`src/sefp_pkg.sv`:
```
// ----------------------------------------------------------------------------
// sefp_pkg
// shared sizes, byte codes and request/result types of the frame parser
// ----------------------------------------------------------------------------
package sefp_pkg;

	// frame geometry
	localparam int MAX_FIELDS  = 8;
	localparam int FIELD_BYTES = 16;

	localparam int FIDX_W    = (MAX_FIELDS > 1) ? $clog2(MAX_FIELDS) : 1;
	localparam int BOFF_W    = (FIELD_BYTES > 1) ? $clog2(FIELD_BYTES) : 1;
	localparam int BIDX_W    = $clog2(FIELD_BYTES + 1);
	localparam int CNT_W     = $clog2(MAX_FIELDS + 1);
	localparam int ADDR_W    = 1 + FIDX_W + BOFF_W;
	localparam int MEM_DEPTH = 1 << ADDR_W;

	localparam int DEC_BASE = 10;

	// request commands
	localparam logic CMD_RECEIVE = 1'b0;
	localparam logic CMD_QUERY   = 1'b1;

	// byte codes
	localparam logic [7:0] CH_START = 8'h73;
	localparam logic [7:0] CH_END   = 8'h65;
	localparam logic [7:0] CH_COMMA = 8'h2c;
	localparam logic [7:0] CH_P     = 8'h70;
	localparam logic [7:0] CH_ZERO  = 8'h30;
	localparam logic [7:0] CH_ONE   = 8'h31;
	localparam logic [7:0] CH_SIX   = 8'h36;
	localparam logic [7:0] CH_NINE  = 8'h39;

	localparam logic [2:0] TYPE_P = 3'd7;

	// store write port, commit swaps banks
	typedef struct packed {
		logic              en;
		logic              commit;
		logic [FIDX_W-1:0] field;
		logic [BOFF_W-1:0] off;
		logic [7:0]        data;
	} sefp_wr_t;

	// store read port, always from the committed bank
	typedef struct packed {
		logic              en;
		logic [FIDX_W-1:0] field;
		logic [BOFF_W-1:0] off;
	} sefp_rd_t;

	// one result item
	typedef struct packed {
		logic        frame_done;
		logic        frame_open;
		logic [2:0]  data_type;
		logic [3:0]  field_count;
		logic [4:0]  last_field_length;
		logic [15:0] query_value;
		logic        query_nondigit;
	} sefp_res_t;

endpackage

```
`src/sefp_in_if.sv`:
```
// ----------------------------------------------------------------------------
// sefp_in_if
// request channel of the frame parser: receive byte or field query
// ----------------------------------------------------------------------------
interface sefp_in_if;
	logic       valid;
	logic       ready;
	logic       command;
	logic [7:0] rx_byte;
	logic [2:0] field_select;

	modport source (output valid, command, rx_byte, field_select, input ready);
	modport sink   (input valid, command, rx_byte, field_select, output ready);
endinterface

```
`src/sefp_out_if.sv`:
```
// ----------------------------------------------------------------------------
// sefp_out_if
// result channel of the frame parser
// ----------------------------------------------------------------------------
interface sefp_out_if;
	logic        valid;
	logic        ready;
	logic        frame_done;
	logic        frame_open;
	logic [2:0]  data_type;
	logic [3:0]  field_count;
	logic [4:0]  last_field_length;
	logic [15:0] query_value;
	logic        query_nondigit;

	modport source (
		output valid, frame_done, frame_open, data_type, field_count,
		       last_field_length, query_value, query_nondigit,
		input  ready
	);
	modport sink (
		input  valid, frame_done, frame_open, data_type, field_count,
		       last_field_length, query_value, query_nondigit,
		output ready
	);
endinterface

```
`src/sefp_store.sv`:
```
// ----------------------------------------------------------------------------
// sefp_store
// two-bank byte memory: one bank collects the open frame, the other holds
// the committed frame; commit swaps the banks and empties the new work bank
// ----------------------------------------------------------------------------
module sefp_store
	import sefp_pkg::*;
(
	input  logic       clk,
	input  logic       arst_n,
	input  sefp_wr_t   wr,
	input  sefp_rd_t   rd,
	output logic [7:0] rdata
);

	logic                wbank_q;
	logic [BIDX_W-1:0]   fill_q [2][MAX_FIELDS];
	logic [7:0]          mem [MEM_DEPTH];
	logic [7:0]          rdata_s1;
	logic                rvld_s1;
	logic [ADDR_W-1:0]   waddr;
	logic [ADDR_W-1:0]   raddr;
	logic [BIDX_W-1:0]   wfill;

	assign waddr = {wbank_q, wr.field, wr.off};
	assign raddr = {~wbank_q, rd.field, rd.off};
	assign wfill = BIDX_W'(wr.off) + BIDX_W'(1);

	// per-row fill marks: bytes below the mark were written, the rest read zero
	always_ff @(posedge clk or negedge arst_n) begin
		if (!arst_n) begin
			wbank_q <= 1'b0;
			for (int b = 0; b < 2; b++) begin
				for (int f = 0; f < MAX_FIELDS; f++) begin
					fill_q[b][f] <= '0;
				end
			end
		end else if (wr.commit) begin
			wbank_q <= ~wbank_q;
			for (int f = 0; f < MAX_FIELDS; f++) begin
				fill_q[~wbank_q][f] <= '0;
			end
		end else if (wr.en) begin
			if (wfill > fill_q[wbank_q][wr.field]) begin
				fill_q[wbank_q][wr.field] <= wfill;
			end
		end
	end

	// byte array, registered read
	always_ff @(posedge clk) begin
		if (wr.en) begin
			mem[waddr] <= wr.data;
		end
		if (rd.en) begin
			rdata_s1 <= mem[raddr];
			rvld_s1  <= (BIDX_W'(rd.off) < fill_q[~wbank_q][rd.field]);
		end
	end

	assign rdata = rvld_s1 ? rdata_s1 : 8'h00;

endmodule

```
`src/sefp_ctrl.sv`:
```
// ----------------------------------------------------------------------------
// sefp_ctrl
// byte receive state, field lengths and the decimal query sequencer
// ----------------------------------------------------------------------------
module sefp_ctrl
	import sefp_pkg::*;
(
	input  logic       clk,
	input  logic       arst_n,
	input  logic       acc,
	input  logic       command,
	input  logic [7:0] rx_byte,
	input  logic [2:0] field_select,
	output logic       ready,
	input  logic       take,
	output sefp_res_t  hold,
	output logic       hold_valid,
	output sefp_wr_t   wr,
	output sefp_rd_t   rd,
	input  logic [7:0] rdata
);

	typedef enum logic [1:0] {
		ST_IDLE  = 2'b01,
		ST_QUERY = 2'b10
	} sefp_state_t;

	sefp_state_t       state_q;

	// frame state
	logic              receiving_q, type_pending_q, end_flag_q;
	logic [2:0]        type_code_q;
	logic [FIDX_W-1:0] fidx_q;
	logic [BIDX_W-1:0] bidx_q;
	logic [CNT_W-1:0]  ccount_q;
	logic [BIDX_W-1:0] clast_q;
	logic [BIDX_W-1:0] flen_q [MAX_FIELDS];

	logic              nxt_receiving, nxt_type_pending, nxt_end_flag;
	logic [2:0]        nxt_type_code;
	logic [FIDX_W-1:0] nxt_fidx;
	logic [BIDX_W-1:0] nxt_bidx;
	logic [CNT_W-1:0]  nxt_ccount;
	logic [BIDX_W-1:0] nxt_clast;
	logic              flen_we;

	// query sequencer
	logic [FIDX_W-1:0] sel_q;
	logic [BIDX_W-1:0] qlen_q, issue_q, proc_q;
	logic [15:0]       sum_q;
	logic              rd_vld_s1;

	logic              rx_acc, qy_acc;
	logic [FIDX_W-1:0] q_sel;
	logic              q_inrange;
	logic [BIDX_W-1:0] q_len;
	logic              q_start;
	logic              q_bad;
	logic [7:0]        q_digit;
	logic [15:0]       q_nsum;
	logic              q_fin;
	logic [15:0]       q_val;
	logic              hold_load;

	assign rx_acc = acc && (command == CMD_RECEIVE);
	assign qy_acc = acc && (command == CMD_QUERY);
	assign ready  = (state_q == ST_IDLE) && !hold_valid;

	// byte decode and next frame state
	always_comb begin
		nxt_receiving    = receiving_q;
		nxt_type_pending = type_pending_q;
		nxt_end_flag     = end_flag_q;
		nxt_type_code    = type_code_q;
		nxt_fidx         = fidx_q;
		nxt_bidx         = bidx_q;
		nxt_ccount       = ccount_q;
		nxt_clast        = clast_q;
		flen_we          = 1'b0;
		wr               = '0;
		if (rx_acc) begin
			priority if (rx_byte == CH_START) begin
				nxt_receiving    = 1'b1;
				nxt_end_flag     = 1'b0;
				nxt_type_pending = 1'b1;
				nxt_bidx         = '0;
				nxt_fidx         = '0;
			end else if (rx_byte == CH_END) begin
				flen_we       = 1'b1;
				nxt_receiving = 1'b0;
				nxt_end_flag  = 1'b1;
				nxt_clast     = bidx_q;
				nxt_ccount    = CNT_W'(fidx_q) + CNT_W'(1);
				nxt_fidx      = '0;
				nxt_bidx      = '0;
				wr.commit     = 1'b1;
			end else if (rx_byte == CH_COMMA) begin
				flen_we = 1'b1;
				if (32'(fidx_q) < MAX_FIELDS - 1) begin
					nxt_fidx = fidx_q + FIDX_W'(1);
				end
				nxt_bidx = '0;
			end else begin
				if (type_pending_q) begin
					if (rx_byte >= CH_ONE && rx_byte <= CH_SIX) begin
						nxt_type_code = 3'(rx_byte - CH_ZERO);
					end else if (rx_byte == CH_P) begin
						nxt_type_code = TYPE_P;
					end
					nxt_type_pending = 1'b0;
				end
				// bytes past a full field are dropped
				if (receiving_q && (32'(bidx_q) < FIELD_BYTES)) begin
					wr.en    = 1'b1;
					wr.field = fidx_q;
					wr.off   = BOFF_W'(bidx_q);
					wr.data  = rx_byte;
					nxt_bidx = bidx_q + BIDX_W'(1);
				end
			end
		end
	end

	// query setup
	assign q_sel     = FIDX_W'(field_select);
	assign q_inrange = (32'(field_select) < 32'(ccount_q)) && (32'(field_select) < MAX_FIELDS);
	assign q_len     = flen_q[q_sel];
	assign q_start   = qy_acc && q_inrange && (q_len != '0);

	// one committed byte per cycle, each read issued in the cycle before its byte is used
	assign q_bad   = (rdata < CH_ZERO) || (rdata > CH_NINE);
	assign q_digit = rdata - CH_ZERO;
	assign q_nsum  = 16'(sum_q * 16'(DEC_BASE)) + {8'h00, q_digit};
	assign q_fin   = (state_q == ST_QUERY) && rd_vld_s1
		&& (q_bad || ((proc_q + BIDX_W'(1)) == qlen_q));
	assign q_val   = q_bad ? {8'h00, rdata} : q_nsum;

	always_comb begin
		rd.en    = (state_q == ST_QUERY) && (issue_q < qlen_q) && !q_fin;
		rd.field = sel_q;
		rd.off   = BOFF_W'(issue_q);
	end

	assign hold_load = rx_acc || (qy_acc && !q_start) || q_fin;

	// control and frame registers
	always_ff @(posedge clk or negedge arst_n) begin
		if (!arst_n) begin
			state_q        <= ST_IDLE;
			rd_vld_s1      <= 1'b0;
			hold_valid     <= 1'b0;
			receiving_q    <= 1'b0;
			type_pending_q <= 1'b0;
			end_flag_q     <= 1'b0;
			type_code_q    <= '0;
			fidx_q         <= '0;
			bidx_q         <= '0;
			ccount_q       <= '0;
			clast_q        <= '0;
			for (int f = 0; f < MAX_FIELDS; f++) begin
				flen_q[f] <= '0;
			end
		end else begin
			receiving_q    <= nxt_receiving;
			type_pending_q <= nxt_type_pending;
			end_flag_q     <= nxt_end_flag;
			type_code_q    <= nxt_type_code;
			fidx_q         <= nxt_fidx;
			bidx_q         <= nxt_bidx;
			ccount_q       <= nxt_ccount;
			clast_q        <= nxt_clast;
			if (flen_we) begin
				flen_q[fidx_q] <= bidx_q;
			end
			rd_vld_s1 <= rd.en;
			unique case (state_q)
				ST_IDLE: begin
					if (q_start) begin
						state_q <= ST_QUERY;
					end
				end
				ST_QUERY: begin
					if (q_fin) begin
						state_q <= ST_IDLE;
					end
				end
				default: state_q <= ST_IDLE;
			endcase
			if (hold_load) begin
				hold_valid <= 1'b1;
			end else if (take) begin
				hold_valid <= 1'b0;
			end
		end
	end

	// query datapath and result holding register
	always_ff @(posedge clk) begin
		if (q_start) begin
			sel_q   <= q_sel;
			qlen_q  <= q_len;
			issue_q <= '0;
			proc_q  <= '0;
			sum_q   <= '0;
		end else begin
			if (rd.en) begin
				issue_q <= issue_q + BIDX_W'(1);
			end
			if (rd_vld_s1 && !q_fin) begin
				sum_q  <= q_nsum;
				proc_q <= proc_q + BIDX_W'(1);
			end
		end
		if (hold_load) begin
			hold.frame_done        <= nxt_end_flag;
			hold.frame_open        <= nxt_receiving;
			hold.data_type         <= nxt_type_code;
			hold.field_count       <= 4'(nxt_ccount);
			hold.last_field_length <= 5'(nxt_clast);
			hold.query_value       <= q_fin ? q_val : 16'h0000;
			hold.query_nondigit    <= q_fin && q_bad;
		end
	end

endmodule

```
`src/start_end_comma_frame_parser.sv`:
```
// ----------------------------------------------------------------------------
// start_end_comma_frame_parser
// splits received bytes into comma separated fields of a frame opened by
// 's' and closed by 'e', and parses committed fields as decimal numbers
//
//   channel  | dir | payload                                   | handshake
//   item     | in  | command, rx_byte, field_select            | valid/ready
//   result   | out | frame_done, frame_open, data_type,        | valid/ready
//            |     | field_count, last_field_length,           |
//            |     | query_value, query_nondigit               |
//
// a receive request is decoded in the cycle it is taken; its result is
// registered in the holding register, then moves to the output register once free
// a query reads the stored field (len = stored field length, at most 16)
// through the single read port of the byte memory: one byte per cycle
// behind the registered read, ending early at the first non-digit
// one request is in flight at a time; a new request is taken while the
// previous result still waits in the output register
// reset clears the control and frame state; the byte memory needs no clearing pass
// ----------------------------------------------------------------------------
module start_end_comma_frame_parser
	import sefp_pkg::*;
(
	input  logic        clk,
	input  logic        arst_n,
	sefp_in_if.sink     item,
	sefp_out_if.source  result
);

	sefp_res_t  hold;
	logic       hold_valid;
	logic       ready;
	logic       acc;
	logic       take;
	sefp_wr_t   wr;
	sefp_rd_t   rd;
	logic [7:0] rdata;
	sefp_res_t  out_q;
	logic       out_valid_q;

	assign item.ready = ready;
	assign acc        = item.valid && ready;
	assign take       = hold_valid && (!out_valid_q || result.ready);

	sefp_ctrl u_ctrl (
		.clk          (clk),
		.arst_n       (arst_n),
		.acc          (acc),
		.command      (item.command),
		.rx_byte      (item.rx_byte),
		.field_select (item.field_select),
		.ready        (ready),
		.take         (take),
		.hold         (hold),
		.hold_valid   (hold_valid),
		.wr           (wr),
		.rd           (rd),
		.rdata        (rdata)
	);

	sefp_store u_store (
		.clk    (clk),
		.arst_n (arst_n),
		.wr     (wr),
		.rd     (rd),
		.rdata  (rdata)
	);

	// output register
	always_ff @(posedge clk or negedge arst_n) begin
		if (!arst_n) begin
			out_valid_q <= 1'b0;
		end else if (!out_valid_q || result.ready) begin
			out_valid_q <= hold_valid;
		end
	end

	always_ff @(posedge clk) begin
		if (take) begin
			out_q <= hold;
		end
	end

	assign result.valid             = out_valid_q;
	assign result.frame_done        = out_q.frame_done;
	assign result.frame_open        = out_q.frame_open;
	assign result.data_type         = out_q.data_type;
	assign result.field_count       = out_q.field_count;
	assign result.last_field_length = out_q.last_field_length;
	assign result.query_value       = out_q.query_value;
	assign result.query_nondigit    = out_q.query_nondigit;

endmodule

```
`src/flat_wrapper.sv`:
```
// flat-port wrapper written by rule: the top's interface ports become plain ports
module start_end_comma_frame_parser_flat import sefp_pkg::*;
  (clk, arst_n, item_valid, item_command, item_rx_byte, item_field_select, item_ready, result_valid, result_frame_done, result_frame_open, result_data_type, result_field_count, result_last_field_length, result_query_value, result_query_nondigit, result_ready);
  sefp_in_if item_i ();
  sefp_out_if result_i ();
  input  logic clk;
  input  logic arst_n;
  input wire logic [$bits(item_i.valid)-1:0] item_valid;
  input wire logic [$bits(item_i.command)-1:0] item_command;
  input wire logic [$bits(item_i.rx_byte)-1:0] item_rx_byte;
  input wire logic [$bits(item_i.field_select)-1:0] item_field_select;
  output wire logic [$bits(item_i.ready)-1:0] item_ready;
  output wire logic [$bits(result_i.valid)-1:0] result_valid;
  output wire logic [$bits(result_i.frame_done)-1:0] result_frame_done;
  output wire logic [$bits(result_i.frame_open)-1:0] result_frame_open;
  output wire logic [$bits(result_i.data_type)-1:0] result_data_type;
  output wire logic [$bits(result_i.field_count)-1:0] result_field_count;
  output wire logic [$bits(result_i.last_field_length)-1:0] result_last_field_length;
  output wire logic [$bits(result_i.query_value)-1:0] result_query_value;
  output wire logic [$bits(result_i.query_nondigit)-1:0] result_query_nondigit;
  input wire logic [$bits(result_i.ready)-1:0] result_ready;
  assign item_i.valid = item_valid;
  assign item_i.command = item_command;
  assign item_i.rx_byte = item_rx_byte;
  assign item_i.field_select = item_field_select;
  assign item_ready = item_i.ready;
  assign result_valid = result_i.valid;
  assign result_frame_done = result_i.frame_done;
  assign result_frame_open = result_i.frame_open;
  assign result_data_type = result_i.data_type;
  assign result_field_count = result_i.field_count;
  assign result_last_field_length = result_i.last_field_length;
  assign result_query_value = result_i.query_value;
  assign result_query_nondigit = result_i.query_nondigit;
  assign result_i.ready = result_ready;
  start_end_comma_frame_parser u_core (.clk(clk), .arst_n(arst_n), .item(item_i), .result(result_i));
endmodule
```
`config.mk`:
```
export PLATFORM = sky130hd
export DESIGN_NAME = start_end_comma_frame_parser_flat
export DESIGN_NICKNAME = d
export VERILOG_FILES = /design/src/sefp_pkg.sv /design/src/sefp_in_if.sv /design/src/sefp_out_if.sv /design/src/sefp_store.sv /design/src/sefp_ctrl.sv /design/src/start_end_comma_frame_parser.sv /design/src/flat_wrapper.sv
export SDC_FILE = /design/constraint.sdc
export NUM_CORES = 2
export LEC_CHECK = 0
export ABC_CLOCK_PERIOD_IN_PS = 12300
export BUFFER_PORTS_ARGS = -buffer_cell sky130_fd_sc_hd__buf_4
export CAP_MARGIN = 10
export CELL_PAD_IN_SITES_DETAIL_PLACEMENT = 0
export CELL_PAD_IN_SITES_GLOBAL_PLACEMENT = 1
export CORE_ASPECT_RATIO = 2
export CORE_MARGIN = 3
export CORE_UTILIZATION = 37
export CTS_CLUSTER_SIZE = 20
export DETAILED_ROUTE_END_ITERATION = 10
export HOLD_SLACK_MARGIN = 0.15
export PLACE_DENSITY = 0.62
export SLEW_MARGIN = 20
export SYNTH_ARGS = -nofsm -noshare
export SYNTH_HDL_FRONTEND = slang
export SYNTH_SLANG_ARGS = --single-unit
```
`constraint.sdc`:
```
create_clock -name clk -period 12.3 [get_ports clk]
set_input_delay 0.615 -clock clk [delete_from_list [all_inputs] [get_ports clk]]
set_output_delay 0.615 -clock clk [all_outputs]
set_load 0.03 [all_outputs]
```
-- Yosys cells after proc, flatten, opt, wreduce, memory -nomap -nowiden
Memories as Yosys holds them, arrays and structs flattened. A register that Yosys moved wholly into a read port is not among the register bits.
Cells that the tools add are included.
- register bits: 246
- memory bits (writable): 2048
- input port bits: 16
- output and inout bits: 33
- logic and storage cells: 261
- memories: 1
- add/sub/neg operators: 9
- multipliers: 1
- $lt $le $gt $ge: 20
- eq/ne operators: 11
- muxes and demuxes: 94
- bitwise gates (word level): 25
- reduce and logical (&&, ||, !) cells: 42
- memory list (memory ; depth ; width ; read ports ; clocked after memory_dff ; wr ports ; RTL line ; text):
    u_core.u_store.mem ; 256 ; 8 ; 1 ; 1 ; 1 ; sefp_store.sv:18 ; logic [7:0] mem [MEM_DEPTH];
- operator list (kind ; number):
    80-bit bitwise AND ; 8
    80-bit NOT ; 8
    40-bit demux with 1-bit select ; 9
    40-bit 2-to-1 mux ; 8
    80-bit 2-to-1 mux ; 3
    80-bit bitwise mux ; 1
    5-bit 2-to-1 mux ; 16
    15-bit 2-to-1 mux ; 4
    5-bit binary-select mux with 3-bit select ; 3
    40-bit bitwise mux ; 1
    35-bit 2-to-1 mux ; 1
    17-bit 2-to-1 mux ; 2
    3-bit 2-to-1 mux ; 11
    5-bit demux with 3-bit select ; 2
    30-bit 2-to-1 mux ; 1
    25-bit 2-to-1 mux ; 1
    8-bit by 7-bit equality test with 1-bit output (second input constant) ; 3
    1-bit 2-to-1 mux ; 21
    1-bit logical AND ; 20
    20-bit 2-to-1 mux ; 1
    16-bit by 8-bit adder with 16-bit output ; 1
    4-bit >= comparator (second input constant) ; 4
    16-bit by 3-bit multiplier with 15-bit output (second input constant) ; 1
    8-bit 2-to-1 mux ; 2
    40 further kinds ; 70

-- Logic depth before layout (Yosys ltp)
- word-level depth: 18
- mapped depth: 23
- depth with buffers taken out: 17

-- Modules after synthesis
From an unflattened synthesis, not the netlist that was laid out.
- cells, all modules: 4848
- area total of the unflattened synthesis: 92750.2 um^2
- by module, submodules not included (module ; instances ; cells each ; area each (um^2) ; seq. area each (um^2)):
    sefp_store ; 1 ; 4144 ; 84506.0 ; 63796.2
    sefp_ctrl ; 1 ; 668 ; 7263.2 ; 3349.5
    start_end_comma_frame_parser ; 1 ; 36 ; 980.9 ; 955.9

-- Least setup slack after synthesis
Ideal clock, no wire load.
- path type: input to register
- start: input item_rx_byte[6]
- end: memory u_core.u_store.mem[0][0], data pin
- library setup time: 869 ps
- arrival: 5429 ps
- data required time: 11431 ps
- slack: 6002 ps
- stages: 10
- path buffers: 6
- path through: buf_2 > and3b_1 > clkbuf_1 > o211ai_2 > and4_1 > buf_4 > buf_4 > buf_4 > clkbuf_1 > and2_1
- RTL lines (item ; RTL line ; text):
    start, declared ; flat_wrapper.sv:10 ; input wire logic [$bits(item_i.rx_byte)-1:0] item_rx_byte;
    end, declared ; sefp_store.sv:18 ;

-- Worst setup path after layout
- start: register u_core.u_ctrl.state_q[0]
- end: register u_core.u_store.fill_q[70] in the netlist's numbering
- word-level cells in the longest chain between the ends: 16
- elaborated cells on any way between the ends: 25
- classes of those cells: add/sub: 1; order compare: 3; eq/ne: 1; mux: 12; bitwise: 1; reduce/logical: 7
- RTL lines (item ; RTL line ; text):
    start, declared ; sefp_ctrl.sv:28 ; sefp_state_t state_q;
    start signal, assigned ; sefp_ctrl.sv:149 ; state_q <= ST_IDLE;
    start signal, assigned ; sefp_ctrl.sv:179 ; state_q <= ST_QUERY;
    start signal, assigned ; sefp_ctrl.sv:184 ; state_q <= ST_IDLE;
    2-bit by 1-bit equality test with 1-bit output * ; sefp_ctrl.sv:67 ; assign ready = (state_q == ST_IDLE) && !hold_valid;
    1-bit logical AND * ; sefp_ctrl.sv:67 ;
    1-bit logical AND * ; start_end_comma_frame_parser.sv:42 ; assign acc = item.valid && ready;
    1-bit logical AND * ; sefp_ctrl.sv:65 ; assign rx_acc = acc && (command == CMD_RECEIVE);
    17-bit 2-to-1 mux * ; sefp_ctrl.sv:81 ; if (rx_acc) begin
    3-bit NOT with 4-bit output (not written as such) ; sefp_store.sv:44, sefp_store.sv:45 ;
    4-bit >= comparator (not written as such) / 4-bit by 1-bit less-than comparator with 1-bit output (equally long branches) ; sefp_store.sv:45 ; fill_q[wbank_q][wr.field] <= wfill;
    1-bit logical AND (not written as such) ; sefp_store.sv:45 ;
    5-bit 2-to-1 mux (not written as such) ; sefp_store.sv:45 ;
    5-bit demux with 3-bit select ; sefp_store.sv:45 ;
    40-bit 2-to-1 mux (not written as such) ; sefp_store.sv:45 ;
    40-bit demux with 1-bit select ; sefp_store.sv:45 ;
    80-bit bitwise mux ; sefp_store.sv:45 ;
    80-bit 2-to-1 mux ; sefp_store.sv:44 ; if (wfill > fill_q[wbank_q][wr.field]) begin
    80-bit 2-to-1 mux ; sefp_store.sv:43 ; end else if (wr.en) begin
    80-bit 2-to-1 mux ; sefp_store.sv:38 ; end else if (wr.commit) begin
    end signal, assigned by index ; sefp_store.sv:45 ;
    end, declared ; sefp_store.sv:17 ; logic [BIDX_W-1:0] fill_q [2][MAX_FIELDS];
Mark *: on every way between the ends. The rest lies on a longest branch, timed or not. The select of a mux whose other input is x is not followed.
A chain may end at the register's enable or synchronous reset.

==> impl.org <==
** Drt
- Wire per inst :: 31.4 um
- After detailed routing, the number of remaining DRC violations is 0.
- After detailed routing, the number of vias per cell comes to roughly 5.6.
- First-iteration detailed-routing DRC count :: 3988
- The first TritonRoute pass finished after 8 iterations.
- The routed design has 261 mm of wire.
- Post-detailed-route count of antenna-violating nets :: 0
- Total vias in the final route :: 46595

** Logic synthesis
- Counting every instance in the synthesized netlist gives 4783.
- Count of flip-flops with a built-in enable after synthesis :: 2127
- Most frequent cell after synthesis :: edfxtp_1
- Share of the synthesized area in the top cell type :: 0.689
- Cell Area, Synth :: between 0.09 and 0.1 mm2
- The average instance in the mapped netlist occupies 19.4 um2.
- In the synthesized netlist, the cells that appear most often are edfxtp_1, mux4_2, nor2_1.
- Post-synthesis sequential element count :: around 2300
- Mapped Nets :: 4852
- Share of flip-flops with an asynchronous set or reset :: 0.0648
- Most common flop cell mapped by yosys :: edfxtp_1
- Cell type with the largest total area after synthesis :: edfxtp_1
- Count of warnings emitted by yosys :: 0
- After synthesis, the netlist uses 86 different library cells.
- Sequential cell area fraction in the yosys report :: 0.735
- In the post-synthesis netlist, the biggest area contributors are edfxtp_1, mux4_2, dfrtp_1, mux2i_1, nor2_1.

** Clock network
- Counting along the longest clock path gives a buffer depth of 4.
- Clock-pin slew on the worst setup and hold paths :: 0.07 ns
- H-tree level count :: 4
- The root buffer cell chosen for the clock tree is clkbuf_16.
- TritonCTS built the clock tree.
- TritonCTS buffer count :: approximately 200
- Clock insertion delay at the later pin of the skew report :: 0.85 ns
- For this design, the sink count on the clock tree is around 2300.

** Floorplan
- 49 I/O pins were placed.
- The floorplan step set the die width to 360 um.
- The floorplan step defined a core boundary enclosing around 0.25 mm2.
- The initial utilization of the core area, before any placement, comes to 0.372.
- The die covers 0.257 mm2.
- The floorplan step set the die height to 714 um.
- Number of rows created at floorplan :: 259

** GRT
- Global Route met3 Usage :: 0.0209
- The first global-routing pass estimated 371 mm of wire.
- For met2 alone, demand over resource in global routing was 0.383.
- In this run the most used layer during global routing was met2.
- The number of antenna violations at the first check in global routing came to 4.
- After global routing the overflow that remains totals 0.
- Entering global routing, the biggest net connects 184 pins.
- Met1 routing resource usage after global routing :: 0.219
- The number of global-route vias before repair was ~49000.
- GRT Overall Usage :: 0.201

** Outcome
- The run finished with clean final reports.

** Worst setup path
- STA puts the critical path data required time at approximately 13 ns.
- Worst endpoint data arrival time :: between 7 and 8 ns
- Setup crit end kind :: flop
- The critical path is of the reg2reg type.
- Of all nets on the critical path, the largest fanout is 43.
- STA classifies the critical path startpoint as a flop.

** Timing
- Final critical path time including I/O delays and setup :: between 6 and 7 ns
- The final count of hold timing violations came to 0.
- Setup violations remaining at the end of the flow were counted as 0.
- Post-Route Hold Slack :: 0.210 ns
- For the pin with the worst max-slew slack, the measured transition is 1.20 ns.
- The clock arrives with 0.0487 ns of skew.
- Dividing the final minimum period by the clock period gives 0.528.
- For the final routed database, the setup TNS stands at 0 ns.
- Setup repair after global routing left no endpoint under its margin.
- For this run, the top clock speed supported by timing is 154 MHz.
- Number of pins exceeding their max-slew limit in the final report :: 0
- Worst slew slack as a fraction of its limit :: 0.192

** Power
- Areal power density over the cells :: around 140 mW/mm2
- The worst-case IR drop observed on VDD is 0.107 mV.
- Static Leak :: 28.9 nW

** Placed design
- The congestion estimate from routability-driven global placement came to 0.833.
- HPWL after detailed placement :: 166 mm
- In this run the tool buffered the top-level ports with 48 buffer cells.

** Run
- Count of max-cap constraint violations :: 0

** Cells and area
- Fin nets :: 4939
- Fraction of layout cells with a size suffix above 1 :: 0.224
- Signed area change from the synthesized netlist to the final layout :: 11.1%

** Hold path
- Worst hold path type :: in2reg
[worst max-delay path, cell delays in order, from the launching register on]
cell and delay, ns:
dfstp_2 0.54, nand4bb_1 0.28, nor2_1 0.46, and4_2 0.30, buf_4 0.44, and2_1 0.85
ha_1 0.23, buf_4 0.26, inv_1 0.18, ha_1 0.33, nor2b_1 0.15, o21a_1 0.13
o21a_1 0.10, o21ai_0 0.16, a211oi_2 0.97, nand2b_1 0.35, mux2_2 0.42, o2bb2ai_1 0.14
[power by group]
part           leakage [nW]         switching (mW)  internal (mW)
Clock                  2.99                   2.81           3.33
Combinational          8.87                 0.0180        0.00779
Sequential             17.0  0.0000000000000000519           8.41
Total                  28.9                   2.83           11.8
[state kept, by name, indices dropped and copies added, names as in the netlist, 2 cells and up]
name and cells:
u_core.u_ctrl.bidx_q 5, u_core.u_ctrl.flen_q 40, u_core.result.field_count 4, u_core.u_store.mem 2048, u_core.result.query_value 16, u_core.u_ctrl.issue_q 5
u_core.u_ctrl.type_code_q 3, u_core.result.data_type 3, u_core.u_ctrl.ccount_q 4, u_core.u_ctrl.sum_q 15, u_core.u_ctrl.sel_q 3, u_core.u_store.rdata_s1 8
u_core.u_ctrl.proc_q 5, u_core.u_ctrl.fidx_q 3, u_core.u_ctrl.clast_q 5, u_core.u_ctrl.state_q 2, u_core.result.last_field_length 5, u_core.u_ctrl.qlen_q 5
u_core.u_ctrl.hold 31, u_core.u_store.fill_q 80
[what timing repair did]
| action | CTS | global route |
|---|---|---|
| buffers inserted | 0 | 0 |
| gates resized for setup | 0 | 0 |
| hold endpoints to repair | 85 | 0 |
| hold buffers | 9 | 0 |
[path summary, 6_finish.rpt]
kind | startpoint | end | slack (ns) | cells after the start
hold reg to reg | u_core.u_ctrl.hold[23]$_DFFE_PP_ | u_core.result.field_count[1]$_DFFE_PP_ | 0.41 | 0
min in group asynchronous | arst_n | u_core.u_store.fill_q[41]$_DFFE_PN0P_ | 0.40 | 2
max in group asynchronous | arst_n | u_core.u_ctrl.rd_vld_s1$_DFF_PN0_ | 10.34 | 3
hold / removal | item_rx_byte[1] | u_core.u_ctrl.type_code_q[1]$_DFF_PN0_ | 0.21 | 3
setup / recovery | u_core.u_ctrl.state_q[0]$_DFFE_PN1P_ | u_core.u_store.fill_q[70]$_DFFE_PN0P_ | 5.80 | 17
setup reg to reg | u_core.u_ctrl.state_q[0]$_DFFE_PN1P_ | u_core.u_store.fill_q[70]$_DFFE_PN0P_ | 5.80 | 17
[kinds of logic after synthesis]
kind of cell | Yosys count | share of synthesized area
flops | 2301 | 0.735
xor+xnor | 38 | 0.00359
buf+inv | 318 | 0.0175
compound gates | 487 | 0.0354
mux | 826 | 0.165
simple gates | 760 | 0.0367
fa+ha+maj | 53 | 0.00732
[cells in the final DEF (no fill, tap or decap), types with 51 or more instances in the layout]
cell       count
ha_1          51
mux4_2       549
nand3_1       59
nor2_1       373
o21ai_0      100
mux2_2        88
nand2_1      169
dfrtp_1      146
buf_4        145
edfxtp_1    2127
mux2i_1      189
a21oi_1       76
clkbuf_16    199
[layer usage]
layer / wire length (um) / vias up
li1: - / 19627
met2: 145000 / 1398
met3: 11000 / 435
met4: 15100 / 0
met1: 89700 / 25135
met5: 0 / -
[layout make-up]
class,instances,area [um2]
diodes,9,22.5
clock buffers,240,5140
clock inverters,108,985
fillers,21874,146000
inverters,38,145
multi-input cells,2164,23000
flip-flops and latches,2301,68100
well taps,3262,4080
repair buffers,168,1450
[stage by stage]
| step | util | total power, mW | setup slack [ns] | std cells | instance area [um2] |
|---|---|---|---|---|---|
| after detailed placement | 0.388 | 8.61 | 5.68 | 7921 | 96700 |
| after CTS | 0.413 | 14.7 | 5.79 | 8278 | 103000 |
| after floorplan | - | 8.59 | 6.00 | 4783 | 92700 |
| after global routing | 0.414 | 15.0 | 5.50 | 8288 | 103000 |
| after global placement | 0.388 | 8.61 | 5.68 | 7921 | 96700 |
| final | 0.414 | 14.6 | 5.80 | 8290 | 103000 |
Note: power is estimated with default switching activity, not from simulation.
